**src/rtl/jsds_pkg.sv**
```systemverilog
`timescale 1ns / 1ps
`default_nettype none

package jsds_pkg;

  // Marker and header byte values
  localparam logic [7:0] BYTE_FF   = 8'hFF;
  localparam logic [7:0] BYTE_SOI  = 8'hD8;
  localparam logic [7:0] BYTE_SOF0 = 8'hC0;
  localparam logic [7:0] BYTE_SOF1 = 8'hC1;
  localparam logic [7:0] BYTE_SOF2 = 8'hC2;

  localparam int unsigned OffsetW = 21;
  localparam int unsigned LenW    = 16;

  localparam logic [OffsetW-1:0] ScanLimitReset = 21'd65536;

  // Frame header byte positions (counted from the length high byte)
  localparam logic [2:0] HDR_HEIGHT_HI = 3'd3;
  localparam logic [2:0] HDR_HEIGHT_LO = 3'd4;
  localparam logic [2:0] HDR_WIDTH_HI  = 3'd5;
  localparam logic [2:0] HDR_WIDTH_LO  = 3'd6;

  // Register indexes
  localparam logic REG_SCAN_LIMIT = 1'b0;

  typedef enum logic [2:0] {
    ST_FOUND    = 3'd0,
    ST_NO_SOI   = 3'd1,
    ST_BAD_LEN  = 3'd2,
    ST_ENDED    = 3'd3,
    ST_LIMIT    = 3'd4
  } status_e;

  typedef enum logic [3:0] {
    PH_SOI0     = 4'd0,
    PH_SOI1_OK  = 4'd1,
    PH_SOI1_BAD = 4'd2,
    PH_HUNT     = 4'd3,
    PH_PAD      = 4'd4,
    PH_SEGLEN   = 4'd5,
    PH_SKIP     = 4'd6,
    PH_SOF      = 4'd7
  } phase_e;

  typedef struct packed {
    logic       last_byte;
    logic       first_byte;
    logic [7:0] data_byte;
  } in_item_t;

  typedef struct packed {
    logic [15:0] image_height;
    logic [15:0] image_width;
    status_e     status;
  } result_t;

endpackage

`default_nettype wire

```
**src/rtl/jpeg_sof_dimension_scanner.sv**
```systemverilog
`timescale 1ns / 1ps
`default_nettype none
// A result reaches the master side through the input register, then the result register,
// after the byte that decides it is accepted.
// Throughput: 1 byte per cycle. A result held on the master side stalls the byte input until
// it is taken.
// Reset: rst_ni is asynchronous, active low; parser expects a new file, scan_limit = 65536.

module jpeg_sof_dimension_scanner (
  input  wire logic        clk_i,
  input  wire logic        rst_ni,
  // byte stream
  input  wire logic        s_axis_tvalid,
  output logic             s_axis_tready,
  input  wire logic [7:0]  s_axis_tdata,   // [7:0] data_byte
  input  wire logic        s_axis_tuser,   // [0] first_byte
  input  wire logic        s_axis_tlast,   // last_byte
  // results
  output logic             m_axis_tvalid,
  input  wire logic        m_axis_tready,
  output logic [39:0]      m_axis_tdata,   // [2:0] status, [18:3] image_width,
                                           // [34:19] image_height, [39:35] zero
  // config port
  input  wire logic        psel,
  input  wire logic        penable,
  input  wire logic        pwrite,
  input  wire logic [2:0]  paddr,
  input  wire logic [31:0] pwdata,
  output logic      [31:0] prdata,
  output logic             pready
);

  logic [jsds_pkg::OffsetW-1:0] scan_limit;
  jsds_pkg::in_item_t           in_item;
  jsds_pkg::result_t            res_new;
  jsds_pkg::result_t            res_out;
  logic                         res_push;
  logic                         res_ready;

  assign in_item.data_byte  = s_axis_tdata;
  assign in_item.first_byte = s_axis_tuser;
  assign in_item.last_byte  = s_axis_tlast;

  jsds_cfg u_cfg (
    .clk_i        (clk_i),
    .rst_ni       (rst_ni),
    .psel         (psel),
    .penable      (penable),
    .pwrite       (pwrite),
    .paddr        (paddr),
    .pwdata       (pwdata),
    .prdata       (prdata),
    .pready       (pready),
    .scan_limit_o (scan_limit)
  );

  jsds_parser u_parser (
    .clk_i        (clk_i),
    .rst_ni       (rst_ni),
    .in_valid_i   (s_axis_tvalid),
    .in_ready_o   (s_axis_tready),
    .in_item_i    (in_item),
    .scan_limit_i (scan_limit),
    .res_push_o   (res_push),
    .res_ready_i  (res_ready),
    .res_o        (res_new)
  );

  jsds_out_reg u_out (
    .clk_i   (clk_i),
    .rst_ni  (rst_ni),
    .push_i  (res_push),
    .ready_o (res_ready),
    .res_i   (res_new),
    .valid_o (m_axis_tvalid),
    .take_i  (m_axis_tready),
    .res_o   (res_out)
  );

  assign m_axis_tdata = {5'b0, res_out.image_height, res_out.image_width, res_out.status};

endmodule

`default_nettype wire

```
**src/rtl/jsds_cfg.sv**
```systemverilog
`timescale 1ns / 1ps
`default_nettype none

module jsds_cfg (
  input  wire logic        clk_i,
  input  wire logic        rst_ni,
  input  wire logic        psel,
  input  wire logic        penable,
  input  wire logic        pwrite,
  input  wire logic [2:0]  paddr,
  input  wire logic [31:0] pwdata,
  output logic      [31:0] prdata,
  output logic             pready,
  output logic [jsds_pkg::OffsetW-1:0] scan_limit_o
);

  logic [jsds_pkg::OffsetW-1:0] scan_limit_q, scan_limit_d;
  logic                         wr_en;
  logic                         sel_limit;

  assign pready    = 1'b1;
  assign sel_limit = (paddr[2] == jsds_pkg::REG_SCAN_LIMIT);
  assign wr_en     = psel && penable && pwrite && pready;

  // register write; upper data bits are dropped
  always_comb begin
    scan_limit_d = scan_limit_q;
    if (wr_en && sel_limit) begin
      scan_limit_d = pwdata[jsds_pkg::OffsetW-1:0];
    end
  end

  always_ff @(posedge clk_i or negedge rst_ni) begin
    if (!rst_ni) begin
      scan_limit_q <= jsds_pkg::ScanLimitReset;
    end else begin
      scan_limit_q <= scan_limit_d;
    end
  end

  // read back
  always_comb begin
    prdata = '0;
    if (sel_limit) begin
      prdata = {{(32-jsds_pkg::OffsetW){1'b0}}, scan_limit_q};
    end
  end

  assign scan_limit_o = scan_limit_q;

endmodule

`default_nettype wire

```
**src/rtl/jsds_parser.sv**
```systemverilog
`timescale 1ns / 1ps
`default_nettype none

module jsds_parser (
  input  wire logic                         clk_i,
  input  wire logic                         rst_ni,
  // byte requests
  input  wire logic                         in_valid_i,
  output logic                              in_ready_o,
  input  wire jsds_pkg::in_item_t           in_item_i,
  // config
  input  wire logic [jsds_pkg::OffsetW-1:0] scan_limit_i,
  // result push
  output logic                              res_push_o,
  input  wire logic                         res_ready_i,
  output jsds_pkg::result_t                 res_o
);

  localparam logic [jsds_pkg::OffsetW-1:0] OffsetMax = '1;

  // input register
  logic               item_valid_q;
  jsds_pkg::in_item_t item_q;
  logic               adv;

  // parser state
  jsds_pkg::phase_e             phase_q, phase_d;
  logic [jsds_pkg::OffsetW-1:0] offset_q, offset_d;
  logic [jsds_pkg::LenW-1:0]    skip_q, skip_d;
  logic [2:0]                   hidx_q, hidx_d;
  logic [7:0]                   len_hi_q, len_hi_d;
  logic [15:0]                  height_q, height_d;
  logic [7:0]                   width_hi_q, width_hi_d;
  logic                         decided_q, decided_d;

  // state as seen by this byte (first byte restarts the file)
  jsds_pkg::phase_e             eff_phase;
  logic [jsds_pkg::OffsetW-1:0] eff_offset;
  logic [jsds_pkg::LenW-1:0]    eff_skip;
  logic [2:0]                   eff_hidx;
  logic                         eff_decided;

  logic [7:0]                   b;
  logic [jsds_pkg::LenW-1:0]    seg_len;
  logic [jsds_pkg::OffsetW:0]   next_pos;
  logic [jsds_pkg::OffsetW:0]   seg_end;
  logic [jsds_pkg::OffsetW:0]   limit_ext;
  logic                         soi_over;
  logic                         seg_over;
  logic                         len_short;
  logic                         is_sof;

  logic                         emit;
  jsds_pkg::result_t            res_d;

  assign adv        = item_valid_q && res_ready_i;
  assign in_ready_o = !item_valid_q || adv;

  always_ff @(posedge clk_i or negedge rst_ni) begin
    if (!rst_ni) begin
      item_valid_q <= 1'b0;
    end else if (in_ready_o) begin
      item_valid_q <= in_valid_i;
    end
  end

  always_ff @(posedge clk_i) begin
    if (in_ready_o && in_valid_i) begin
      item_q <= in_item_i;
    end
  end

  assign b           = item_q.data_byte;
  assign eff_phase   = item_q.first_byte ? jsds_pkg::PH_SOI0 : phase_q;
  assign eff_offset  = item_q.first_byte ? '0 : offset_q;
  assign eff_skip    = item_q.first_byte ? '0 : skip_q;
  assign eff_hidx    = item_q.first_byte ? '0 : hidx_q;
  assign eff_decided = item_q.first_byte ? 1'b0 : decided_q;

  // limit checks: offset just past this byte, and end of a segment
  assign seg_len   = {len_hi_q, b};
  assign limit_ext = {1'b0, scan_limit_i};
  assign next_pos  = {1'b0, eff_offset} + 22'd1;
  assign seg_end   = {1'b0, eff_offset} + {6'b0, seg_len} - 22'd1;
  assign soi_over  = (next_pos >= limit_ext);
  assign seg_over  = (seg_end >= limit_ext);
  assign len_short = (seg_len < 16'd2);
  assign is_sof    = (b == jsds_pkg::BYTE_SOF0) || (b == jsds_pkg::BYTE_SOF1) ||
                     (b == jsds_pkg::BYTE_SOF2);

  // result decision
  always_comb begin
    emit                = 1'b0;
    res_d.status        = jsds_pkg::ST_FOUND;
    res_d.image_width   = '0;
    res_d.image_height  = '0;
    if (!eff_decided) begin
      case (eff_phase)
        jsds_pkg::PH_SOI1_OK,
        jsds_pkg::PH_SOI1_BAD: begin
          if (eff_phase == jsds_pkg::PH_SOI1_BAD || b != jsds_pkg::BYTE_SOI) begin
            emit         = 1'b1;
            res_d.status = jsds_pkg::ST_NO_SOI;
          end else if (soi_over) begin
            emit         = 1'b1;
            res_d.status = jsds_pkg::ST_LIMIT;
          end
        end
        jsds_pkg::PH_SEGLEN: begin
          if (eff_hidx != 3'd0) begin
            if (len_short) begin
              emit         = 1'b1;
              res_d.status = jsds_pkg::ST_BAD_LEN;
            end else if (seg_over) begin
              emit         = 1'b1;
              res_d.status = jsds_pkg::ST_LIMIT;
            end
          end
        end
        jsds_pkg::PH_SOF: begin
          if (eff_hidx == jsds_pkg::HDR_WIDTH_LO) begin
            emit               = 1'b1;
            res_d.status       = jsds_pkg::ST_FOUND;
            res_d.image_width  = {width_hi_q, b};
            res_d.image_height = height_q;
          end
        end
        default: begin
        end
      endcase
      // end of stream when nothing else was decided
      if (!emit && item_q.last_byte) begin
        emit         = 1'b1;
        res_d.status = jsds_pkg::ST_ENDED;
      end
    end
  end

  // next state
  always_comb begin
    phase_d    = eff_phase;
    offset_d   = eff_offset;
    skip_d     = eff_skip;
    hidx_d     = eff_hidx;
    len_hi_d   = len_hi_q;
    height_d   = height_q;
    width_hi_d = width_hi_q;
    decided_d  = eff_decided || emit;
    if (!eff_decided) begin
      if (eff_offset != OffsetMax) begin
        offset_d = eff_offset + 21'd1;
      end
      case (eff_phase)
        jsds_pkg::PH_SOI0: begin
          phase_d = (b == jsds_pkg::BYTE_FF) ? jsds_pkg::PH_SOI1_OK : jsds_pkg::PH_SOI1_BAD;
        end
        jsds_pkg::PH_SOI1_OK,
        jsds_pkg::PH_SOI1_BAD: begin
          phase_d = jsds_pkg::PH_HUNT;
        end
        jsds_pkg::PH_HUNT: begin
          if (b == jsds_pkg::BYTE_FF) begin
            phase_d = jsds_pkg::PH_PAD;
          end
        end
        jsds_pkg::PH_PAD: begin
          if (b != jsds_pkg::BYTE_FF) begin
            phase_d = is_sof ? jsds_pkg::PH_SOF : jsds_pkg::PH_SEGLEN;
            hidx_d  = '0;
          end
        end
        jsds_pkg::PH_SEGLEN: begin
          if (eff_hidx == 3'd0) begin
            len_hi_d = b;
            hidx_d   = 3'd1;
          end else if (seg_len == 16'd2) begin
            phase_d = jsds_pkg::PH_HUNT;
          end else begin
            skip_d  = seg_len - 16'd2;
            phase_d = jsds_pkg::PH_SKIP;
          end
        end
        jsds_pkg::PH_SKIP: begin
          if (eff_skip <= 16'd1) begin
            skip_d  = '0;
            phase_d = jsds_pkg::PH_HUNT;
          end else begin
            skip_d = eff_skip - 16'd1;
          end
        end
        jsds_pkg::PH_SOF: begin
          case (eff_hidx)
            jsds_pkg::HDR_HEIGHT_HI: height_d   = {b, 8'h00};
            jsds_pkg::HDR_HEIGHT_LO: height_d   = {height_q[15:8], b};
            jsds_pkg::HDR_WIDTH_HI:  width_hi_d = b;
            default: begin
            end
          endcase
          hidx_d = eff_hidx + 3'd1;
        end
        default: begin
          phase_d = jsds_pkg::PH_HUNT;
        end
      endcase
    end
  end

  always_ff @(posedge clk_i or negedge rst_ni) begin
    if (!rst_ni) begin
      phase_q    <= jsds_pkg::PH_SOI0;
      offset_q   <= '0;
      skip_q     <= '0;
      hidx_q     <= '0;
      len_hi_q   <= '0;
      height_q   <= '0;
      width_hi_q <= '0;
      decided_q  <= 1'b0;
    end else if (adv) begin
      phase_q    <= phase_d;
      offset_q   <= offset_d;
      skip_q     <= skip_d;
      hidx_q     <= hidx_d;
      len_hi_q   <= len_hi_d;
      height_q   <= height_d;
      width_hi_q <= width_hi_d;
      decided_q  <= decided_d;
    end
  end

  assign res_push_o = adv && emit;
  assign res_o      = res_d;

endmodule

`default_nettype wire

```
**src/rtl/jsds_out_reg.sv**
```systemverilog
`timescale 1ns / 1ps
`default_nettype none

module jsds_out_reg (
  input  wire logic              clk_i,
  input  wire logic              rst_ni,
  input  wire logic              push_i,
  output logic                   ready_o,
  input  wire jsds_pkg::result_t res_i,
  output logic                   valid_o,
  input  wire logic              take_i,
  output jsds_pkg::result_t      res_o
);

  logic              valid_q, valid_d;
  jsds_pkg::result_t res_q;

  // slot is free when empty or being drained this cycle
  assign ready_o = !valid_q || take_i;

  always_comb begin
    valid_d = valid_q;
    if (ready_o) begin
      valid_d = push_i;
    end
  end

  always_ff @(posedge clk_i or negedge rst_ni) begin
    if (!rst_ni) begin
      valid_q <= 1'b0;
    end else begin
      valid_q <= valid_d;
    end
  end

  always_ff @(posedge clk_i) begin
    if (ready_o && push_i) begin
      res_q <= res_i;
    end
  end

  assign valid_o = valid_q;
  assign res_o   = res_q;

endmodule

`default_nettype wire
```
**config.mk**
```make
export PLATFORM = sky130hd
export DESIGN_NAME = jpeg_sof_dimension_scanner
export DESIGN_NICKNAME = d
export VERILOG_FILES = /design/src/rtl/jsds_pkg.sv /design/src/rtl/jpeg_sof_dimension_scanner.sv /design/src/rtl/jsds_cfg.sv /design/src/rtl/jsds_parser.sv /design/src/rtl/jsds_out_reg.sv
export SDC_FILE = /design/constraint.sdc
export NUM_CORES = 1
export LEC_CHECK = 0
export ABC_AREA = 0
export BUFFER_PORTS_ARGS = -buffer_cell sky130_fd_sc_hd__buf_2
export CAP_MARGIN = 30
export CORE_ASPECT_RATIO = 0.75
export CORE_MARGIN = 2
export CORE_UTILIZATION = 59
export CTS_CLUSTER_DIAMETER = 30
export DETAILED_ROUTE_END_ITERATION = 16
export GPL_TIMING_DRIVEN = 0
export HOLD_SLACK_MARGIN = 0.05
export PLACE_DENSITY = 0.81
export REMOVE_ABC_BUFFERS = 1
export SLEW_MARGIN = 20
export SYNTH_ARGS = -nofsm -noshare
export SYNTH_HDL_FRONTEND = slang
export SYNTH_SLANG_ARGS = --single-unit
```
**constraint.sdc**
```tcl
create_clock -name clk_i -period 7.7 [get_ports clk_i]
set_clock_uncertainty 0.2 [all_clocks]
set_input_delay 0.385 -clock clk_i [delete_from_list [all_inputs] [get_ports clk_i]]
set_output_delay 0.385 -clock clk_i [all_outputs]
set_load 0.01 [all_outputs]
```
Yosys cells after proc, flatten, opt, wreduce, memory -nomap -nowiden

Index checks and enable logic that the tools add are counted.

Input port bits: 52
Flip-flop bits (word level): 145
Output and inout port bits: 75
Logic and storage cells: 126

Bitwise logic cells: 5
Eq/ne operators: 19
Add/subtract/negate cells: 7
$lt $le $gt $ge: 4
Multiplexer cells: 44
Reductions and logical operators: 28

Operators with widths:

| kind                    | count |
|---|---|
| $mux W21                | 4 |
| $mux W16                | 5 |
| $pmux W16 S2            | 2 |
| $ge A22 B21 Y1          | 2 |
| $eq A8 B8 Y1 const B    | 4 |
| $mux W3                 | 10 |
| $mux W4                 | 6 |
| $pmux W4 S6             | 1 |
| $add A21 B1 Y22 const B | 1 |
| $add A21 B16 Y22        | 1 |
| $sub A22 B1 Y22 const B | 1 |
| $add A21 B1 Y21 const B | 1 |
| $ne A21 B21 Y1 const B  | 1 |
| $pmux W3 S3             | 2 |
| $eq A16 B2 Y1 const B   | 1 |
| $eq A4 B3 Y1 const B    | 4 |
| $le A16 B1 Y1 const B   | 1 |
| $lt A16 B2 Y1 const B   | 1 |
| $ne A8 B8 Y1 const B    | 2 |
| $sub A16 B1 Y16 const B | 1 |
| $sub A16 B2 Y16 const B | 1 |
| $reduce_and A4 Y1       | 3 |
| $mux W1                 | 10 |
| $eq A3 B3 Y1 const B    | 3 |
| other kinds (17)        | 39 |

Logic depth before layout (Yosys ltp)

Depth in word-level cells: 15
Mapped depth: 27
Gate-level depth less buffers: 23

By module

A second synthesis with hierarchy kept.

Cells, all modules: 1072
Area, all modules: 10040.9 sq um

By module, submodules not included:

| module                     | area each (sq um) | instances | sequential area each (sq um) | cells each |
|---|---|---|---|---|
| jsds_parser                | 7773.7            | 1         | 2252.2                       | 945 |
| jsds_cfg                   | 1121.1            | 1         | 526.8                        | 82 |
| jsds_out_reg               | 1104.8            | 1         | 1076.0                       | 39 |
| jpeg_sof_dimension_scanner | 41.3              | 1         | 0.0                          | 6 |

Least setup slack after synthesis

No wires, ideal clock.

Kind: register -> register
Start point: register u_parser.item_q[8] in the netlist's numbering
End point: register u_out.res_q (netlist bit u_out.res_o[0]) (enable)
Clock period less this slack: 6910 ps
Data required time: 7073 ps
Setup time: 427 ps
Stages on the path, launching flop included: 27
Buffers on the path: 4
Path slack: 790 ps
Data arrival time: 6282 ps
Path through: edfxtp_1 -> buf_2 -> inv_1 -> clkbuf_1 -> buf_2 -> clkbuf_1 -> nand2_1 -> ha_1 -> inv_1 -> ha_1 -> inv_1 -> fa_1 -> nor2b_4 -> o31a_4 -> o221a_2 -> a311oi_2 -> o31ai_1 -> a21o_1 -> or4_1 -> nand3_1 -> ha_1 -> nand4_1 -> nor2_1 -> nand2_1 -> o21ai_0 -> and4bb_1 -> nor2_1

Longest elaborated chain between the ends: 15
Elaborated cells on any way between the ends: 31
Classes of those cells: 3 x add/sub; 2 x order compare; 5 x eq/ne; 14 x mux; 7 x reduce/logical

RTL lines:

| element                 | line               | source |
|---|---|---|
| from (decl)             | jsds_parser.sv:23  | `jsds_pkg::in_item_t item_q;` |
| from (signal assigned)  | jsds_parser.sv:69  | `item_q <= in_item_i;` |
| $mux W21                | jsds_parser.sv:75  | `assign eff_offset = item_q.first_byte ? '0 : offset_q;` |
| $add A21 B16 Y22        | jsds_parser.sv:84  | `assign seg_end = {1'b0, eff_offset} + {6'b0, seg_len} - 22'd1;` |
| $sub A22 B1 Y22         | jsds_parser.sv:84  |  |
| $ge A22 B21 Y1          | jsds_parser.sv:86  | `assign seg_over = (seg_end >= limit_ext);` |
| $mux W1                 | jsds_parser.sv:114 | `end else if (seg_over) begin` |
| $mux W1                 | jsds_parser.sv:111 | `if (len_short) begin` |
| $mux W1                 | jsds_parser.sv:110 | `if (eff_hidx != 3'd0) begin` |
| $pmux W1 S3             | jsds_parser.sv:98  | `case (eff_phase)` |
| $mux W1                 | jsds_parser.sv:97  | `if (!eff_decided) begin` |
| $logic_not A1 Y1        | jsds_parser.sv:132 | `if (!emit && item_q.last_byte) begin` |
| $logic_and A1 B1 Y1     | jsds_parser.sv:132 |  |
| $mux W1                 | jsds_parser.sv:132 |  |
| $mux W1 (*)             | jsds_parser.sv:97  |  |
| $logic_and A1 B1 Y1 (*) | jsds_parser.sv:230 | `assign res_push_o = adv && emit;` |
| $logic_and A1 B1 Y1 (*) | jsds_out_reg.sv:37 | `if (ready_o && push_i) begin` |
| to (signal assigned)    | jsds_out_reg.sv:38 | `res_q <= res_i;` |
| to (decl)               | jsds_out_reg.sv:16 | `jsds_pkg::result_t res_q;` |

Mark *: on every way between the ends. The rest lies on a longest branch, timed or not. The select of a mux whose other input is x is not followed.
A chain may end at the register's enable or synchronous reset.

Worst setup path after layout

Start point: register u_parser.item_q[8] in the netlist's numbering
End point: register u_out.res_q (netlist bit u_out.res_o[7]) (enable)

Same word-level chain as after synthesis.

==> flow_metrics.env <==
export IMPL_synth_top_area_share_pct=24.82
export IMPL_yosysTopAreaCell="dfrtp_1"
export IMPL_grt_overflow=0
export IMPL_gp_congestion=0.9665
export IMPL_drt_iter0_markers=971
export IMPL_fin_crit_ns=6.312
export IMPL_hold_class="in -> reg"
export IMPL_p_leak_nw=5.343
export IMPL_post_dp_cell_area_sq_mm=0.01064
export IMPL_h_tree_depth=4
export IMPL_antenna_cells=0
export IMPL_crit_reg2reg_launch="u_parser.item_q[8]$_DFFE_PP_"
export IMPL_cts_tree="done"
export IMPL_fin_area_sq_mm=0.01154
export IMPL_ys_ff_latch=145
export IMPL_holdWs_ns=0.06220
export IMPL_grt_pass1_wl_um=39680
export IMPL_start_util_pct=59.87
export IMPL_slew_limit_headroom_pct=36.15
export IMPL_clockRootBuffer="clkbuf_16"
export IMPL_reg2reg_slack_ns=1.39
export IMPL_via_per_inst=5.982
export IMPL_setup_ws_ns=1.388
export IMPL_synth_most_common_cell="dfrtp_1"
export IMPL_hold_depth=3
export IMPL_ys_types=88
export IMPL_clk_latency_ns=0.43
export IMPL_cp_start_kind="flip-flop"
export IMPL_final_util_pct=69.25
export IMPL_area_growth_pct=15.66
export IMPL_async_reset_ff_share_pct=68.97
export IMPL_report_final_hold_viol_count=0
export IMPL_nets=1331
export IMPL_clockBufferDepth=2
export IMPL_grt_max_degree=73
export IMPL_maxSlewViolCount=0
export IMPL_postCtsSetupRepairBufs=0
export IMPL_first_pass_iters=7
export IMPL_dpl_worst_slack_ns=1.586
export IMPL_hold_start="m_axis_tready"
export IMPL_rsz0062_at_grt="no"
export IMPL_ys_warn_count=0
export IMPL_seq_area_sq_mm=0.003855
export IMPL_synth_area_leaders="dfrtp_1 25%, edfxtp_1 14%, ha_1 11%, mux2_2 3.7%, nand2_1 3.7%"
export IMPL_antenna_found_initial=0
export IMPL_path_clk_slew_ns=0.06
export IMPL_drive_above_1_share_pct=16.75
export IMPL_syn_inst=1074
export IMPL_holdPathEnd="u_parser.item_valid_q$_DFFE_PN0N_"
export IMPL_period_share_pct=81.97
export IMPL_synth_enable_flop_cells=45
export IMPL_synth_area_sq_mm=0.009982
export IMPL_yosys_most_used_dff="dfrtp_1"
export IMPL_cts_resized_gates=0
export IMPL_worstReg2RegEnd="u_out.res_o[7]$_SDFFCE_PP0P_"
export IMPL_die_h_um=116.6
export IMPL_worstSetupPathType="reg -> reg"
export IMPL_path_max_fanout=29
export IMPL_row_count=41
export IMPL_seq_area_frac_synth_pct=38.62
export IMPL_wire_per_inst_um=17.48
export IMPL_ant_nets=0
export IMPL_worst_pin_slew_ns=0.9542
export IMPL_numPortBuffers=96
export IMPL_wirelength_um=24740
export IMPL_rr_worst_depth=25
export IMPL_end_kind="flip-flop"
export IMPL_drcViolationCount=0
export IMPL_syn_avg_cell_area_sq_um=9.294
export IMPL_die_w_um=154.2
export IMPL_fillCellCount=1222
export IMPL_grt_pass1_vias=7796
export IMPL_p_per_area_mw_per_mm2=225.3
export IMPL_max_freq_mhz=158.4
export IMPL_cap_violations=0
export IMPL_cts_buffers=17
export IMPL_ir_worst_vdd_mv=0.1563
export IMPL_core_sq_mm=0.01667
export IMPL_synth_commonest_cells="99 x dfrtp_1, 98 x nand2_1, 98 x nor2_1, 93 x inv_1, 91 x ha_1"
export IMPL_io_pins=127
export IMPL_hpwl_um=17670
export IMPL_required_ns=7.67
export IMPL_multiInputGateArea_sq_mm=0.005544
export IMPL_clock_sinks=145
export IMPL_vias=8464
export IMPL_die_area_sq_mm=0.01799
export IMPL_setup_viol_count_final=0
export IMPL_status="completed"
export IMPL_arrival_ns=6.28
export IMPL_grt_usage_pct=28.19
export IMPL_ctsHoldBuffers=33
[worst max path at each step]
stage	start	endpoint	slack [ns]	depth (start not counted)
after floorplan	u_parser.item_q[8]$_DFFE_PP_	u_out.res_o[0]$_SDFFCE_PP0P_	0.55	22
after global placement	u_parser.item_q[8]$_DFFE_PP_	u_out.res_o[9]$_SDFFCE_PP0P_	-1.56	22
after detailed placement	u_parser.item_q[8]$_DFFE_PP_	u_out.res_o[9]$_SDFFCE_PP0P_	1.59	25
after CTS	u_parser.item_q[8]$_DFFE_PP_	u_out.res_o[7]$_SDFFCE_PP0P_	1.49	25
after global routing	u_parser.item_q[8]$_DFFE_PP_	u_out.res_o[32]$_SDFFCE_PP0P_	1.11	25
final	u_parser.item_q[8]$_DFFE_PP_	u_out.res_o[7]$_SDFFCE_PP0P_	1.39	25
[report_power, final]
group	internal [mW]	leakage (nW)	total, mW	switching [mW]
Sequential	0.881	1.73	0.959	0.0788
Clock	0.475	0.275	0.807	0.332
Combinational	0.344	3.34	0.834	0.490
Total	1.70	5.34	2.60	0.901
[logic make-up (layout without fill, tap and decap cells)]
kind of cell             after synthesis  after routing  share of synthesized area (%)
AO/OA/AOI/OAI                        243            243                          16.66
XOR/XNOR                              49             49                          4.299
adder cells (fa/ha/maj)               92             92                          11.61
buffers and inverters                151            262                          6.543
flip-flops                           145            145                          38.62
multiplexers                          41             41                          4.588
other                                  2             17                        0.07523
AND/OR/NAND/NOR                      351            351                          17.61
[through the flow]
stage          cells  total power [mW]  TNS [ns]
6_report        1415             2.601         0
5_1_grt         1415             2.748         0
4_1_cts         1414             2.593         0
3_5_place_dp    1349             1.769         0
3_3_place_gp    1343             1.723    -54.38
2_1_floorplan   1032             1.517         0
[registers in the layout, indices dropped and copies added (netlist names)]
register and cells:
u_out.valid_o 1, u_cfg.scan_limit_o 21, u_parser.offset_q 21, u_parser.height_q 16, u_parser.item_valid_q 1, u_parser.width_hi_q 8, u_parser.b 8, u_parser.decided_q 1
u_parser.len_hi_q 8, u_parser.skip_q 16, u_parser.phase_q 4, u_parser.hidx_q 3, u_parser.item_q 2, u_out.res_o 35
[cell type report]
class	count	share of cell area, %
Timing Repair Buffer	136	8.258
Clock buffer	18	3.717
Multi-Input combinational cell	793	48.02
Sequential cell	145	33.39
Inverter	94	3.056
Clock inverter	14	1.225
Tap cell	215	2.330
[cell usage in the layout, fill, tap and decap left out, types with 11 or more instances in the layout]
master,count
buf_2,95
dlygate4sd3_1,33
a21oi_1,43
nor2_1,96
edfxtp_1,45
a22o_1,17
and2_1,32
inv_1,92
o21ai_1,12
xnor2_1,39
ha_1,91
nand4_1,15
a21o_1,19
o21ai_0,56
conb_1,17
o21a_1,11
mux2_2,33
nand3_1,20
dfrtp_1,99
clkbuf_16,17
nor3_1,24
nand2_1,98
o22ai_1,11
[worst max-delay path, stage by stage (launching register included)]
cell	delay [ns]
edfxtp_1	0.49
inv_2	0.44
buf_16	0.23
nand2_1	0.09
ha_1	0.28
inv_1	0.04
ha_1	0.22
inv_1	0.07
fa_1	0.24
nor2b_4	0.06
o31a_4	0.30
o221a_2	0.27
a311oi_2	0.42
nor2_1	0.13
a31oi_1	0.22
xnor2_1	0.14
ha_1	0.26
a21o_1	0.17
a211oi_1	0.23
o21bai_1	0.10
a21o_1	0.19
a221oi_1	0.27
o21ai_0	0.23
and4bb_1	0.41
nor2_4	0.11
buf_12	0.18
[per-layer routing]
metal	vias to the layer above	wire length, um	global-route usage, %
li1	4007	-	-
met1	4009	11120	40.06
met2	395	10770	42.99
met3	53	2319	7.087
met4	0	527	8.474
met5	-	0	0
Note: power is estimated with default switching activity, not from simulation.
